### config.mk
export PLATFORM = sky130hd
export DESIGN_NAME = byte_recurrence_checksum_top_flat
export DESIGN_NICKNAME = d
export VERILOG_FILES = /design/src/rtl/brc_pkg.sv /design/src/rtl/brc_req_if.sv /design/src/rtl/brc_rsp_if.sv /design/src/rtl/brc_front.sv /design/src/rtl/brc_queue.sv /design/src/rtl/brc_back.sv /design/src/rtl/byte_recurrence_checksum_top.sv /design/src/flat_wrapper.sv
export SDC_FILE = /design/constraint.sdc
export NUM_CORES = 1
export LEC_CHECK = 0
export ABC_AREA = 0
export BUFFER_PORTS_ARGS = -buffer_cell sky130_fd_sc_hd__buf_4
export CORE_UTILIZATION = 55
export CTS_CLUSTER_SIZE = 8
export DETAILED_ROUTE_END_ITERATION = 6
export GPL_TIMING_DRIVEN = 0
export PLACE_DENSITY = 0.71
export SYNTH_ARGS = -nofsm -noshare
export SYNTH_HDL_FRONTEND = slang
export SYNTH_HIERARCHICAL = 1
export SYNTH_SLANG_ARGS = --single-unit
### constraint.sdc
create_clock -name clk_i -period 28.6 [get_ports clk_i]
set_clock_uncertainty 0.1 [all_clocks]
set_input_delay 8.58 -clock clk_i [delete_from_list [all_inputs] [get_ports clk_i]]
set_output_delay 8.58 -clock clk_i [all_outputs]
set_load 0.03 [all_outputs]
### src/rtl/brc_pkg.sv
`timescale 1ns / 1ps
// ----------------------------------------------------------------------------
// brc_pkg
// Shared types and constants of the byte recurrence checksum block.
// ----------------------------------------------------------------------------
package brc_pkg;

  localparam int unsigned QueueDepth = 2;

  localparam int unsigned ByteW = 8;
  localparam int unsigned TermW = 16;
  localparam int unsigned CoefW = 9;
  localparam int unsigned ProdAW = CoefW + TermW;
  localparam int unsigned ProdBW = ByteW + TermW;
  localparam int unsigned SumW = ProdAW + 1;

  localparam logic [ByteW-1:0] FirstOffset = 8'd7;
  localparam logic [ByteW-1:0] AlphaStep = 8'd17;
  localparam logic [ByteW-1:0] BetaStep = 8'd31;
  localparam logic [TermW-1:0] TermMod = 16'hFFFF;
  // a multiple of the modulus that keeps the difference positive
  localparam logic [SumW-1:0] TermBias = SumW'(65535 * 256);

  typedef struct packed {
    logic             first;
    logic             last;
    logic [CoefW-1:0] coef_a;
    logic [ByteW-1:0] coef_b;
  } brc_entry_t;

  typedef struct packed {
    logic full;
    logic empty;
  } brc_q_status_t;

  typedef struct packed {
    logic pop;
    logic pop_last;
    logic out_free;
  } brc_back_status_t;

endpackage

### src/rtl/brc_req_if.sv
`timescale 1ns / 1ps
// ----------------------------------------------------------------------------
// brc_req_if
// Input channel: one message byte per request.
// ----------------------------------------------------------------------------
interface brc_req_if;
  logic       valid;
  logic       ready;
  logic [7:0] data_byte;
  logic       last_byte;

  modport source(output valid, output data_byte, output last_byte, input ready);
  modport sink(input valid, input data_byte, input last_byte, output ready);
endinterface

### src/rtl/brc_rsp_if.sv
`timescale 1ns / 1ps
// ----------------------------------------------------------------------------
// brc_rsp_if
// Output channel: one checksum per message.
// ----------------------------------------------------------------------------
interface brc_rsp_if;
  logic        valid;
  logic        ready;
  logic [15:0] checksum;

  modport source(output valid, output checksum, input ready);
  modport sink(input valid, input checksum, output ready);
endinterface

### src/rtl/brc_front.sv
`timescale 1ns / 1ps
// ----------------------------------------------------------------------------
// brc_front
// Accepts bytes, tracks message position and forms both coefficients.
// ----------------------------------------------------------------------------
module brc_front import brc_pkg::*; (
  input  logic          clk_i,
  input  logic          rst_ni,
  brc_req_if.sink       req_i,
  input  brc_q_status_t q_stat_i,
  output logic          push_o,
  output brc_entry_t    entry_o
);

  logic [ByteW-1:0] pos_q, pos_d;
  logic             first_q, first_d;
  logic [ByteW-1:0] alpha, beta;

  assign req_i.ready = !q_stat_i.full;
  assign push_o      = req_i.valid && !q_stat_i.full;

  assign alpha = ByteW'(pos_q * AlphaStep);
  assign beta  = ByteW'(pos_q * BetaStep);

  always_comb begin
    entry_o.first  = first_q;
    entry_o.last   = req_i.last_byte;
    entry_o.coef_b = beta;
    if (first_q) begin
      entry_o.coef_a = CoefW'(req_i.data_byte) + CoefW'(FirstOffset);
    end else begin
      entry_o.coef_a = CoefW'(req_i.data_byte) + CoefW'(alpha);
    end
  end

  always_comb begin
    pos_d   = pos_q;
    first_d = first_q;
    if (push_o) begin
      if (req_i.last_byte) begin
        pos_d   = '0;
        first_d = 1'b1;
      end else begin
        pos_d   = first_q ? ByteW'(1) : pos_q + ByteW'(1);
        first_d = 1'b0;
      end
    end
  end

  always_ff @(posedge clk_i or negedge rst_ni) begin
    if (!rst_ni) begin
      pos_q   <= '0;
      first_q <= 1'b1;
    end else begin
      pos_q   <= pos_d;
      first_q <= first_d;
    end
  end

endmodule

### src/rtl/brc_queue.sv
`timescale 1ns / 1ps
// ----------------------------------------------------------------------------
// brc_queue
// Short first-in first-out queue between front and back.
// ----------------------------------------------------------------------------
module brc_queue import brc_pkg::*; #(
  parameter int unsigned Depth = QueueDepth
) (
  input  logic          clk_i,
  input  logic          rst_ni,
  input  logic          push_i,
  input  brc_entry_t    entry_i,
  input  logic          pop_i,
  output brc_entry_t    entry_o,
  output brc_q_status_t stat_o
);

  localparam int unsigned PtrW = (Depth > 1) ? $clog2(Depth) : 1;
  localparam int unsigned CntW = $clog2(Depth + 1);

  brc_entry_t      mem_q [Depth];
  logic [PtrW-1:0] wr_ptr_q, wr_ptr_d;
  logic [PtrW-1:0] rd_ptr_q, rd_ptr_d;
  logic [CntW-1:0] cnt_q, cnt_d;

  assign stat_o.full  = (cnt_q == CntW'(Depth));
  assign stat_o.empty = (cnt_q == '0);
  assign entry_o      = mem_q[rd_ptr_q];

  always_comb begin
    wr_ptr_d = wr_ptr_q;
    rd_ptr_d = rd_ptr_q;
    if (push_i) begin
      wr_ptr_d = (wr_ptr_q == PtrW'(Depth - 1)) ? '0 : wr_ptr_q + PtrW'(1);
    end
    if (pop_i) begin
      rd_ptr_d = (rd_ptr_q == PtrW'(Depth - 1)) ? '0 : rd_ptr_q + PtrW'(1);
    end
    case ({push_i, pop_i})
      2'b10:   cnt_d = cnt_q + CntW'(1);
      2'b01:   cnt_d = cnt_q - CntW'(1);
      default: cnt_d = cnt_q;
    endcase
  end

  always_ff @(posedge clk_i or negedge rst_ni) begin
    if (!rst_ni) begin
      wr_ptr_q <= '0;
      rd_ptr_q <= '0;
      cnt_q    <= '0;
    end else begin
      wr_ptr_q <= wr_ptr_d;
      rd_ptr_q <= rd_ptr_d;
      cnt_q    <= cnt_d;
    end
  end

  always_ff @(posedge clk_i) begin
    if (push_i) begin
      mem_q[wr_ptr_q] <= entry_i;
    end
  end

endmodule

### src/rtl/brc_back.sv
`timescale 1ns / 1ps
// ----------------------------------------------------------------------------
// brc_back
// Runs the recurrence over the two terms and holds the checksum register.
// ----------------------------------------------------------------------------
module brc_back import brc_pkg::*; (
  input  logic             clk_i,
  input  logic             rst_ni,
  input  brc_entry_t       entry_i,
  input  brc_q_status_t    q_stat_i,
  output logic             pop_o,
  brc_rsp_if.source        rsp_o,
  output brc_back_status_t stat_o
);

  logic [TermW-1:0]  older_q, older_d;
  logic [TermW-1:0]  newer_q, newer_d;
  logic              out_valid_q, out_valid_d;
  logic [TermW-1:0]  checksum_q, checksum_d;
  logic              out_free;
  logic [ProdAW-1:0] prod_a;
  logic [ProdBW-1:0] prod_b;
  logic              neg;
  logic [SumW-1:0]   diff;
  logic [TermW:0]    fold1, fold2;
  logic [TermW-1:0]  term;

  assign out_free = !out_valid_q || rsp_o.ready;
  assign pop_o    = !q_stat_i.empty && (!entry_i.last || out_free);

  assign stat_o.pop      = pop_o;
  assign stat_o.pop_last = entry_i.last;
  assign stat_o.out_free = out_free;

  assign rsp_o.valid    = out_valid_q;
  assign rsp_o.checksum = checksum_q;

  // wrap of a negative difference adds one before the reduction
  assign prod_a = entry_i.coef_a * newer_q;
  assign prod_b = entry_i.coef_b * older_q;
  assign neg    = (ProdAW'(prod_b) > prod_a);
  assign diff   = SumW'(prod_a) + TermBias - SumW'(prod_b) + SumW'(neg);
  assign fold1  = (TermW + 1)'(diff[SumW-1:TermW]) + (TermW + 1)'(diff[TermW-1:0]);
  assign fold2  = (TermW + 1)'(fold1[TermW]) + (TermW + 1)'(fold1[TermW-1:0]);
  assign term   = (fold2[TermW-1:0] == TermMod) ? '0 : fold2[TermW-1:0];

  always_comb begin
    older_d     = older_q;
    newer_d     = newer_q;
    out_valid_d = out_valid_q && !rsp_o.ready;
    checksum_d  = checksum_q;
    if (pop_o) begin
      if (entry_i.first) begin
        older_d = TermW'(1);
        newer_d = TermW'(entry_i.coef_a);
      end else begin
        older_d = newer_q;
        newer_d = term;
      end
      if (entry_i.last) begin
        out_valid_d = 1'b1;
        checksum_d  = newer_d;
        older_d     = TermW'(1);
        newer_d     = '0;
      end
    end
  end

  always_ff @(posedge clk_i or negedge rst_ni) begin
    if (!rst_ni) begin
      older_q     <= TermW'(1);
      newer_q     <= '0;
      out_valid_q <= 1'b0;
    end else begin
      older_q     <= older_d;
      newer_q     <= newer_d;
      out_valid_q <= out_valid_d;
    end
  end

  always_ff @(posedge clk_i) begin
    checksum_q <= checksum_d;
  end

endmodule

### src/rtl/byte_recurrence_checksum_top.sv
`timescale 1ns / 1ps
// ----------------------------------------------------------------------------
// byte_recurrence_checksum_top
// Second-order recurrence checksum over a byte stream, modulo 65535.
//
//   channel  direction  payload                  results
//   req_i    in         data_byte, last_byte     one byte per request
//   rsp_o    out        checksum                 one per message
//
// One byte per cycle sustained while the response side keeps up; an accepted byte
// is queued and reaches the terms, and a last byte the checksum, at the edge where
// it leaves the queue. The back stage does both multiplies and the end-around-carry
// fold combinationally. The queue decouples the front from an output stall; reset
// is asynchronous and leaves the block rearmed for a new message.
// ----------------------------------------------------------------------------
module byte_recurrence_checksum_top import brc_pkg::*; #(
  parameter int unsigned QDepth = QueueDepth
) (
  input  logic      clk_i,
  input  logic      rst_ni,
  brc_req_if.sink   req_i,
  brc_rsp_if.source rsp_o
);

  logic             push;
  logic             pop;
  brc_entry_t       push_entry;
  brc_entry_t       head_entry;
  brc_q_status_t    q_stat;
  brc_back_status_t back_stat;

  brc_front u_front (
    .clk_i    (clk_i),
    .rst_ni   (rst_ni),
    .req_i    (req_i),
    .q_stat_i (q_stat),
    .push_o   (push),
    .entry_o  (push_entry)
  );

  brc_queue #(
    .Depth (QDepth)
  ) u_queue (
    .clk_i   (clk_i),
    .rst_ni  (rst_ni),
    .push_i  (push),
    .entry_i (push_entry),
    .pop_i   (pop),
    .entry_o (head_entry),
    .stat_o  (q_stat)
  );

  brc_back u_back (
    .clk_i    (clk_i),
    .rst_ni   (rst_ni),
    .entry_i  (head_entry),
    .q_stat_i (q_stat),
    .pop_o    (pop),
    .rsp_o    (rsp_o),
    .stat_o   (back_stat)
  );

  a_q_consistent: assert property (@(posedge clk_i) disable iff (!rst_ni)
    !(q_stat.full && q_stat.empty))
    else $error("queue both full and empty");

  a_no_push_full: assert property (@(posedge clk_i) disable iff (!rst_ni)
    push |-> !q_stat.full)
    else $error("request pushed into full queue");

  a_last_needs_room: assert property (@(posedge clk_i) disable iff (!rst_ni)
    (back_stat.pop && back_stat.pop_last) |-> back_stat.out_free)
    else $error("last byte retired while checksum register busy");

  a_checksum_reduced: assert property (@(posedge clk_i) disable iff (!rst_ni)
    rsp_o.valid |-> (rsp_o.checksum != TermMod))
    else $error("checksum not fully reduced");

endmodule

### src/flat_wrapper.sv
// flat-port wrapper written by rule: the top's interface ports become plain ports
module byte_recurrence_checksum_top_flat import brc_pkg::*;
#(
  parameter int unsigned QDepth = QueueDepth
)
  (clk_i, rst_ni, req_i_valid, req_i_data_byte, req_i_last_byte, req_i_ready, rsp_o_valid, rsp_o_checksum, rsp_o_ready);
  brc_req_if req_i_i ();
  brc_rsp_if rsp_o_i ();
  input  logic clk_i;
  input  logic rst_ni;
  input wire logic [$bits(req_i_i.valid)-1:0] req_i_valid;
  input wire logic [$bits(req_i_i.data_byte)-1:0] req_i_data_byte;
  input wire logic [$bits(req_i_i.last_byte)-1:0] req_i_last_byte;
  output wire logic [$bits(req_i_i.ready)-1:0] req_i_ready;
  output wire logic [$bits(rsp_o_i.valid)-1:0] rsp_o_valid;
  output wire logic [$bits(rsp_o_i.checksum)-1:0] rsp_o_checksum;
  input wire logic [$bits(rsp_o_i.ready)-1:0] rsp_o_ready;
  assign req_i_i.valid = req_i_valid;
  assign req_i_i.data_byte = req_i_data_byte;
  assign req_i_i.last_byte = req_i_last_byte;
  assign req_i_ready = req_i_i.ready;
  assign rsp_o_valid = rsp_o_i.valid;
  assign rsp_o_checksum = rsp_o_i.checksum;
  assign rsp_o_i.ready = rsp_o_ready;
  byte_recurrence_checksum_top #(.QDepth(QDepth)) u_core (.clk_i(clk_i), .rst_ni(rst_ni), .req_i(req_i_i), .rsp_o(rsp_o_i));
endmodule
======== Word level (Yosys, flattened, before mapping) ========
Memories as Yosys holds them, arrays and structs flattened.
Cells that the tools add are included.
cells by class
  add/sub/neg operators ................... 12
  multiply operators ...................... 4
  magnitude comparators ................... 1
  eq/ne operators ......................... 4
  multiplexer cells ....................... 16
  reductions and logical operators ........ 13
operator list
  kind                                                 count
  two-way mux 16 bit                                   5
  adder 25 x 24 -> 26 bit, second input constant       1
  adder 26 x 1 -> 26 bit                               1
  subtractor 26 x 24 -> 26 bit                         1
  greater-than comparator 24 x 25 -> 1 bit             1
  multiplier 9 x 16 -> 25 bit                          1
  multiplier 8 x 16 -> 24 bit                          1
  adder 10 x 16 -> 17 bit                              1
  adder 1 x 16 -> 16 bit                               1
  equality test 16 bit, second input constant          1
  multiplier 8 x 5 -> 8 bit, second input constant     2
  two-way mux 8 bit                                    2
  adder 8 x 3 -> 9 bit, second input constant          1
  adder 8 x 8 -> 9 bit                                 1
  two-way mux 9 bit                                    1
  adder 8 x 1 -> 8 bit, second input constant          1
  two-way mux 1 bit                                    7
  logical NOT 1 bit                                    5
  equality test 2 bit, second input constant           2
  case mux 2 bit (2 select lines)                      1
  logical AND 1 bit                                    3
  adder 1 bit, second input constant                   2
  adder 2 x 1 -> 2 bit, second input constant          1
  equality test 2 x 1 -> 1 bit, second input constant  1
  other kinds (5)                                      6
word-level totals
  register bits after elaboration ......... 62
  RAM bits ................................ 38
  output and inout bits ................... 18
  word-level logic and storage cells ...... 60
  memories ................................ 1
memory list
  name                  words  width  read ports  clocked after memory_dff  write ports  RTL line         RTL
  u_core.u_queue.mem_q  2      19     1           0                         1            brc_queue.sv:21  brc_entry_t mem_q [Depth];

======== Depth between registers and ports, before layout ========
Gate-level depths: netlist of run 1.
An unclocked memory read counts as a cell.
  depth after elaboration ................. 11
  gate-level depth with buffers ........... 64
  depth with buffers taken out ............ 59

======== Modules after synthesis ========
Netlist of run 1, hierarchy kept.
by module, submodules not included
  module     times used  cells each  area an instance (um^2)
  brc_back   1           1,623       13,760.7
  brc_queue  1           75          1,556.5
  brc_front  1           164         1,438.9

======== Least setup slack after synthesis of run 1 ========
No wires, ideal clock.
  path kind ............................... register -> register
  start ................................... reg u_core.u_queue.rd_ptr_q
  end ..................................... reg u_core.u_back.checksum_q[1] (netlist: u_core/u_back/rsp_o.checksum[1]) (data pin)
  library setup time ...................... 262 ps
  arrival time ............................ 13,181 ps
  required time ........................... 28,238 ps
  path slack .............................. 15,057 ps
  stages on the path, launching flop included .. 63
  path buffers ............................ 5
  period minus slack after synthesis ...... 13,543 ps
  cells stage by stage .................... dfrtp_1 -> buf_4 -> mux2_2 -> clkbuf_1 -> clkbuf_1 -> nand2_1 -> fa_1 -> inv_1 -> fa_1 -> ha_1 -> inv_1 -> fa_1 -> inv_1 -> ha_1 -> a21o_1 -> a21oi_1 -> nor2_1 -> o21a_1 -> (+27 left out) -> o21ai_0 -> nand4_1 -> nor3_1 -> nand2_1 -> nor3_1 -> ha_1 -> ha_1 -> o211ai_1 -> nor4_1 -> nand3_1 -> or2_1 -> mux2_2 -> o21ai_0 -> nand4b_1 -> nor4_2 -> buf_6 -> buf_6 -> a21oi_1
RTL lines
  item                    RTL line         RTL
  start, declared         brc_queue.sv:23  logic [PtrW-1:0] rd_ptr_q, rd_ptr_d;
  start signal, assigned  brc_queue.sv:53  rd_ptr_q <= rd_ptr_d;
  end signal, assigned    brc_back.sv:82   checksum_q <= checksum_d;
  end, declared           brc_back.sv:19   logic [TermW-1:0] checksum_q, checksum_d;

==> impl_metrics.yaml, run 1 <==
floorplanning:
  pin_count: 31
  core_mm2: 0.02980
  initial_core_util: 0.5616
  die_x_um: 176.4
  fp-row-count: 63
  die_h_um: 176.4
  dieArea_mm2: 0.03113
logic_synthesis:
  avgSynthCellArea_um2: 9.001
  syn_nets: 2262
  yosys_warnings: 6
  synthCells: 1859
  syn_area_mm2: 0.01673
cts:
  insertion_delay_ns: 0.35
  cts_resized: 0
  cts_hold_buf: 0
  cts_tree: "yes"
  cts_made_buffers: 9
  cts_sinks: 100
  htreeDepth: 3
  clk_pin_slew_ns: 0.07
  cts_root_buf: "clkbuf_16"
  cts_buffer_depth: 2
  postCtsSetupRepairBufs: 0
critical_path:
  start_kind: "flop"
  crit_arrival_ns: 17.21
  r2r-start: "u_core/u_queue/rd_ptr_q"
  critPathMaxFanout: 10
  slowest_stage: "nor4_1"
  end_kind: "flop"
  critical-path-top-delay-family: "compound AO/OA/AOI/OAI gates"
  cpPeakStageDelay_ns: 0.70
  crit_required_ns: 28.57
  critical_path_class: "flop to flop"
  path_buf_inv: 9
  startpoint: "u_core/u_queue/rd_ptr_q"
  cp_common_cell: "ha_1"
timing:
  hold_viol_final: 0
  rsz0062_at_grt: "no"
  maxSlewViolCount: 0
  period_share: 0.6027
  fmax_mhz: 58.01
  maxSlewHeadroom: 0.2810
  setup_tns_ns: 0
  setup_viol: 0
  worstMarginPinSlew_ns: 1.062
  period_needed_ns: 17.24
global_routing:
  grt_pass1_wl_um: 68910
  grt_overflow_total: 0
  track_usage: 0.2830
  antenna_found_initial: 1
  grt_max_degree: 47
  grt_pass1_vias: 13460
detailed_routing:
  vias: 13110
  via_per_inst: 5.710
  drcViolationCount: 0
  drt_iter0_markers: 921
  routed_wl_um: 42290
  ant_nets: 0
  drt_pre_antenna_iters: 5
  routedWlPerCell_um: 18.42
layout:
  seq_area_mm2: 0.002775
  fillerInstances: 2636
  final_nets: 2304
  multi_input_comb_area_mm2: 0.01251
  drive_gt1_frac: 0.05719
  diodes: 0
  layout_common_cells: "inv_1, fa_1, ha_1, and2_1, nand2_1"
  final_common_cell: "inv_1"
  syn2layout_area_growth_pct: 6.124
  design_area_mm2: 0.01776
placed_design:
  dpl-instance-area_mm2: 0.01746
  place_congestion: 0.8896
  hpwl_um: 34940
  portBuffers: 30
min_path:
  hp-class: "flop to flop"
  min_from: "u_core/u_queue/cnt_q[1]"
run:
  maxCapViolCount: 0
run_status:
  status: "finished clean"
[path summary, 6_finish.rpt]
| check | endpoint | slack (ns) | cells past startpoint |
|---|---|---|---|
| max in group asynchronous | u_core/u_back/older_q[9] | 19.84 | 1 |
| min | u_core/u_queue/cnt_q[1] | 0.39 | 1 |
| min reg2reg | u_core/u_queue/cnt_q[1] | 0.39 | 1 |
| max reg2reg | u_core/u_back/rsp_o.checksum[4] | 11.36 | 61 |
| max | u_core/u_back/rsp_o.checksum[4] | 11.36 | 61 |
| min in group asynchronous | u_core/u_back/older_q[3] | 8.15 | 1 |
[worst register-to-register path, delay by kind of cell (launching register included)]
| kind | cells | cell delay (ns) |
|---|---|---|
| AOI/OAI and AO/OA | 23 | 6.35 |
| xor gates and xnor gates | 2 | 0.35 |
| adders and majority gates | 12 | 4.35 |
| buffers and inverters | 9 | 1.89 |
| DFF | 1 | 0.38 |
| muxes | 1 | 0.23 |
| and+or+nand+nor | 14 | 3.32 |
[area by class of cell]
class	instances	area share
multi-input combinational	1382	0.7043
sequential	100	0.1563
inverter	308	0.06510
tap	390	0.02748
buffer	69	0.01691
timing repair buffer	31	0.01353
clock buffer	9	0.01268
clock inverter	7	0.003734
[state kept, by name (all words and copies together) (netlist names)]
signal	cells
u_core/u_queue/wr_ptr_q	1
u_core/u_queue/mem_q	38
u_core/u_queue/rd_ptr_q	1
u_core/u_front/pos_q	8
u_core/u_front/first_q	1
u_core/u_back/older_q	16
u_core/u_back/newer_q	16
u_core/u_queue/cnt_q	2
u_core/u_back/rsp_o.valid	1
u_core/u_back/rsp_o.checksum	16
[stage by stage]
step	util	hold WS, ns	setup WS, ns	std cells
6_report	0.5960	0.3876	11.36	2296
3_5_place_dp	0.5861	0.3742	11.73	2280
5_1_grt	0.5960	0.4063	10.36	2296
4_1_cts	0.5959	0.3888	11.63	2296
2_1_floorplan	-	0.3555	15.06	1859
3_3_place_gp	0.5855	0.3702	12.01	2279
[layer usage]
metal | share of wire | wire (µm) | global-route usage | vias up
li1 | - | - | - | 6169
met3 | 0.061 | 2595 | 0.04199 | 69
met1 | 0.44 | 18650 | 0.3767 | 6463
met2 | 0.47 | 20080 | 0.4810 | 409
met5 | 0 | 0 | 0 | -
met4 | 0.023 | 958 | 0.07579 | 0
Power of run 1 is left out: the tool's default activity adds up to more than one toggle a clock period on the data nets, which glitch-free logic cannot reach.
==> run 2: changes to the inputs <==
Settings changed: PLACE_DENSITY 0.71 to 0.74.
Clock period 28.6 ns to 15.4 ns, I/O delays scaled along.
==> run 2 against run 1 <==
  * Cell area is 1.4% higher
  * Critical path depth down 3
  * Fmax up 17%
  * Via count increased by 0.66%
  * Critical path type unchanged
  * Largest cell class unchanged
  * Highest routed layer unchanged
==> impl_metrics.yaml, run 2 (same netlist as run 1, synthesis figures left out) <==
timing:
  fmax_mhz: 68.03
  maxSlewViolCount: 0
  setup_viol: 0
  hold_viol_final: 0
  period_needed_ns: 14.70
  maxSlewHeadroom: 0.3024
  fin_ws_ns: 0.6997
  period_share: 0.9546
  worstMarginPinSlew_ns: 1.030
  holdWs_ns: 0.4012
placed_design:
  dp_slack_ns: -1.327
  place_congestion: 0.9230
  portBuffers: 30
  hpwl_um: 34750
  dp.cells: 2280
min_path:
  min_from: "u_core/u_back/newer_q[5]"
  hold_depth: 2
  hold-path-endpoint: "u_core/u_back/newer_q[5]"
  hp-class: "flop to flop"
cts:
  cts_tree: "yes"
  insertion_delay_ns: 0.35
  cts_sinks: 100
  htreeDepth: 3
  cts_hold_buf: 0
  cts_root_buf: "clkbuf_16"
  cts_made_buffers: 9
  clk_pin_slew_ns: 0.08
  cts_buffer_depth: 2
global_routing:
  grt_pass1_vias: 13360
  grt_overflow_total: 0
  antenna_found_initial: 0
  track_usage: 0.2813
  grt_pass1_wl_um: 68080
  grt_max_degree: 47
layout:
  fillerInstances: 2555
  layout_common_cells: "inv_1, fa_1, ha_1, and2_1, nand2_1"
  diodes: 0
  syn2layout_area_growth_pct: 7.567
  utilization: 0.6041
  top_register: "u_core/u_queue/mem_q"
  largest_reg_flops: 38
  final_common_cell: "inv_1"
  fin_cells: 2296
  final_nets: 2304
  drive_gt1_frac: 0.07660
detailed_routing:
  ant_nets: 0
  routedWlPerCell_um: 18.44
  drt_pre_antenna_iters: 5
  routed_wl_um: 42330
  drt_iter0_markers: 980
  highest_layer: "met4"
  wl_met2_um: 20000
  vias: 13200
  drcViolationCount: 0
  dr_wl_met3_um: 2665
  via_per_inst: 5.748
  wl_met1_um: 18220
critical_path:
  crit_required_ns: 15.38
  slowest_stage: "fa_1"
  cpPeakStageDelay_ns: 0.55
  r2r-start: "u_core/u_queue/rd_ptr_q"
  r2r-end: "u_core/u_back/rsp_o.checksum[12]"
  crit_arrival_ns: 14.68
  rrSetupSlack_ns: 0.70
  start_kind: "flop"
  critical_path_class: "flop to flop"
  end_kind: "flop"
  r2r_cells: 58
  critPathMaxFanout: 10
  cp_common_cell: "a21oi_1"
  startpoint: "u_core/u_queue/rd_ptr_q"
run:
  maxCapViolCount: 0
run_status:
  status: "finished clean"
floorplanning:
  core_mm2: 0.02980
  fp-row-count: 63
  die_h_um: 176.4
  initial_core_util: 0.5616
  dieArea_mm2: 0.03113
  pin_count: 31
  die_x_um: 176.4
-- run 2: changes by cell type in the layout (fill, tap and decap cells not counted), moves of 3 or more --
cell	previous run	this run
clkinv_2	3	0
clkbuf_2	0	4
buf_2	6	10
clkbuf_1	55	37
buf_4	35	43
inv_8	0	3
nor4_4	0	3
-- run 2: repair_timing --
item	CTS	global route
resized for setup	12	46
setup endpoints to repair	32	32
pin swaps	1	9
cloned	0	0
setup buffers	0	8
-- run 2: worst max-delay path by stage --
stage | cells past startpoint | end
2_1_floorplan | 62 | u_core/u_back/rsp_o.checksum[1]
3_3_place_gp | 62 | u_core/u_back/rsp_o.checksum[2]
3_5_place_dp | 62 | u_core/u_back/rsp_o.checksum[1]
4_1_cts | 60 | u_core/u_back/rsp_o.checksum[8]
5_1_grt | 59 | u_core/u_back/rsp_o.checksum[8]
6_report | 58 | u_core/u_back/rsp_o.checksum[12]
-- run 2: critical path: cells and delay by family, from the launching register on --
kind | cells | cell delay [ns]
simple gates | 13 | 2.65
mux | 1 | 0.44
compound gates | 22 | 4.77
flops | 1 | 0.35
fa+ha+maj | 11 | 4.24
xor+xnor | 3 | 0.71
buf+inv | 8 | 1.13
-- run 2: layout make-up --
| cell class | count | area [µm²] | area share |
|---|---|---|---|
| tap | 390 | 488.0 | 0.02711 |
| buffer | 61 | 287.8 | 0.01599 |
| inverter | 308 | 1156 | 0.06423 |
| clock buffer | 9 | 225.2 | 0.01251 |
| clock inverter | 7 | 73.82 | 0.004101 |
| sequential | 100 | 2775 | 0.1542 |
| timing repair buffer | 39 | 300.3 | 0.01668 |
| multi-input combinational | 1382 | 12690 | 0.7052 |
-- run 2: routing by layer --
metal / up-vias / GRT usage
li1: 6168 / -
met1: 6494 / 0.3708
met2: 440 / 0.4723
met3: 95 / 0.04177
met4: 0 / 0.09662
met5: - / 0
-- run 2: per-stage QoR --
stage	TNS (ns)	area, µm²
floorplan	0	16730
global placement	-31.60	17450
detailed placement	-37.91	17470
CTS	0	17800
global route	-0.02396	18000
finish	0	18000
Power of run 2 is left out for the same reason.
==> run 3: changes to the inputs <==
Settings changed: CORE_ASPECT_RATIO set to 0.6.
==> run 3 against run 2 <==
  * Utilization increased by 0.087 points
  * Die area about the same
  * Fmax decreased by 1.2%
  * First-iteration DRC count increased by 30%
  * Sequential share of layout area decreased by 0.085 points
  * Worst hold slack got worse by 0.0037 ns
  * Count of clock-buffer cells in the layout unchanged
  * Critical path depth unchanged
  * Cell count increased by 1.1%
  * Cell area increased by 0.56%
  * Critical path type unchanged
==> impl_metrics.yaml, run 3 (same netlist as run 1, synthesis figures left out) <==
critical_path:
  end_kind: "flop"
  cp_common_cell: "ha_1"
  r2r-start: "u_core/u_queue/rd_ptr_q"
  rrSetupSlack_ns: 0.52
  critPathMaxFanout: 10
  r2r_cells: 58
  start_kind: "flop"
  crit_arrival_ns: 14.85
  crit_required_ns: 15.37
  cpPeakStageDelay_ns: 0.55
  slowest_stage: "fa_1"
  r2r-end: "u_core/u_back/rsp_o.checksum[13]"
  critical_path_class: "flop to flop"
layout:
  drive_gt1_frac: 0.08425
  syn2layout_area_growth_pct: 8.165
  final_common_cell: "inv_1"
  top_register: "u_core/u_queue/mem_q"
  largest_reg_flops: 38
  final_nets: 2309
  layout_common_cells: "inv_1, fa_1, ha_1, and2_1, nand2_1"
min_path:
  min_from: "u_core/u_back/newer_q[12]"
  hold-path-endpoint: "u_core/u_back/newer_q[12]"
  hold_depth: 1
  hp-class: "flop to flop"
global_routing:
  track_usage: 0.3038
  grt_pass1_wl_um: 71820
  grt_pass1_vias: 13210
  grt_overflow_total: 0
  antenna_found_initial: 1
  grt_max_degree: 47
detailed_routing:
  via_per_inst: 5.804
  ant_nets: 0
  drt_iter0_markers: 1276
  routedWlPerCell_um: 19.52
  vias: 13470
  drcViolationCount: 0
  drt_pre_antenna_iters: 5
  routed_wl_um: 45310
floorplanning:
  pin_count: 31
  core_mm2: 0.02992
  die_x_um: 227.2
  initial_core_util: 0.5593
  dieArea_mm2: 0.03115
  fp-row-count: 49
  die_h_um: 137.1
cts:
  cts_tree: "yes"
  cts_hold_buf: 0
  cts_buffer_depth: 2
  clk_pin_slew_ns: 0.07
  cts_root_buf: "clkbuf_16"
  insertion_delay_ns: 0.35
  cts_made_buffers: 9
  htreeDepth: 3
  cts_sinks: 100
timing:
  worstMarginPinSlew_ns: 1.244
  period_needed_ns: 14.88
  maxSlewViolCount: 0
  fin_ws_ns: 0.5173
  maxSlewHeadroom: 0.1657
  hold_viol_final: 0
  fmax_mhz: 67.19
  rsz0062_at_grt: "no"
  holdWs_ns: 0.3975
  setup_tns_ns: 0
  setup_viol: 0
  period_share: 0.9664
placed_design:
  hpwl_um: 36930
  dp_slack_ns: -1.346
  place_congestion: 0.9843
  portBuffers: 30
run_status:
  status: "finished clean"
run:
  maxCapViolCount: 0
-- run 3: cell types whose count changed in the layout (fill, tap and decap cells not counted), moves of 3 or more --
cell and delta:
mux2_4 +4, nor3_2 +3, inv_8 -3, mux2_2 -4, a21oi_2 +4, a21oi_1 -4
buf_6 +3
-- run 3: timing repair --
item / in CTS / in global routing
gates resized for setup: 20 / 57
buffers inserted: 0 / 11
pin swaps: 0 / 15
endpoints found under the setup margin: 32 / 32
-- run 3: worst max-delay path by stage --
stage / start / endpoint / cells after the start
final: u_core/u_queue/rd_ptr_q / u_core/u_back/rsp_o.checksum[13] / 58
after CTS: u_core/u_queue/rd_ptr_q / u_core/u_back/rsp_o.checksum[13] / 61
after floorplan: u_core/u_queue/rd_ptr_q / u_core/u_back/rsp_o.checksum[1] / 62
after detailed placement: u_core/u_queue/rd_ptr_q / u_core/u_back/rsp_o.checksum[2] / 63
after global placement: u_core/u_queue/rd_ptr_q / u_core/u_back/rsp_o.checksum[13] / 63
after global routing: u_core/u_queue/rd_ptr_q / u_core/u_back/rsp_o.checksum[7] / 60
-- run 3: per-stage QoR --
stage,instance area (µm²),utilization,cells
6_report,18100,0.6050,2321
5_1_grt,18090,0.6048,2319
4_1_cts,17840,0.5961,2309
3_5_place_dp,17490,0.5845,2298
3_3_place_gp,17470,0.5839,2297
2_1_floorplan,16730,-,1859
-- run 3: final cells by class --
class / count / area, µm²
Clock inverter: 7 / 57.56
Fill cell: 2655 / 11820
Sequential cell: 100 / 2775
Tap cell: 408 / 510.5
Clock buffer: 9 / 225.2
Antenna cell: 2 / 5.005
Multi-Input combinational cell: 1382 / 12740
Timing Repair Buffer: 42 / 322.8
Inverter: 308 / 1156
Buffer: 63 / 311.5
-- run 3: metal layers --
layer,vias to the layer above,share of wire,global-route usage
met5,-,0,0
met3,54,0.12,0.08459
li1,6197,-,-
met4,0,0.013,0.04996
met2,649,0.39,0.4226
met1,6571,0.48,0.4692
-- run 3: worst max-delay path, delay by kind of cell (launching register included) --
kind / cells / cell delay, ns
AOI/OAI and AO/OA: 20 / 5.20
xor gates and xnor gates: 3 / 0.58
adders and majority gates: 11 / 4.22
buffers and inverters: 8 / 1.03
DFF: 1 / 0.40
muxes: 1 / 0.40
and+or+nand+nor: 15 / 2.65
Power of run 3 is left out for the same reason.
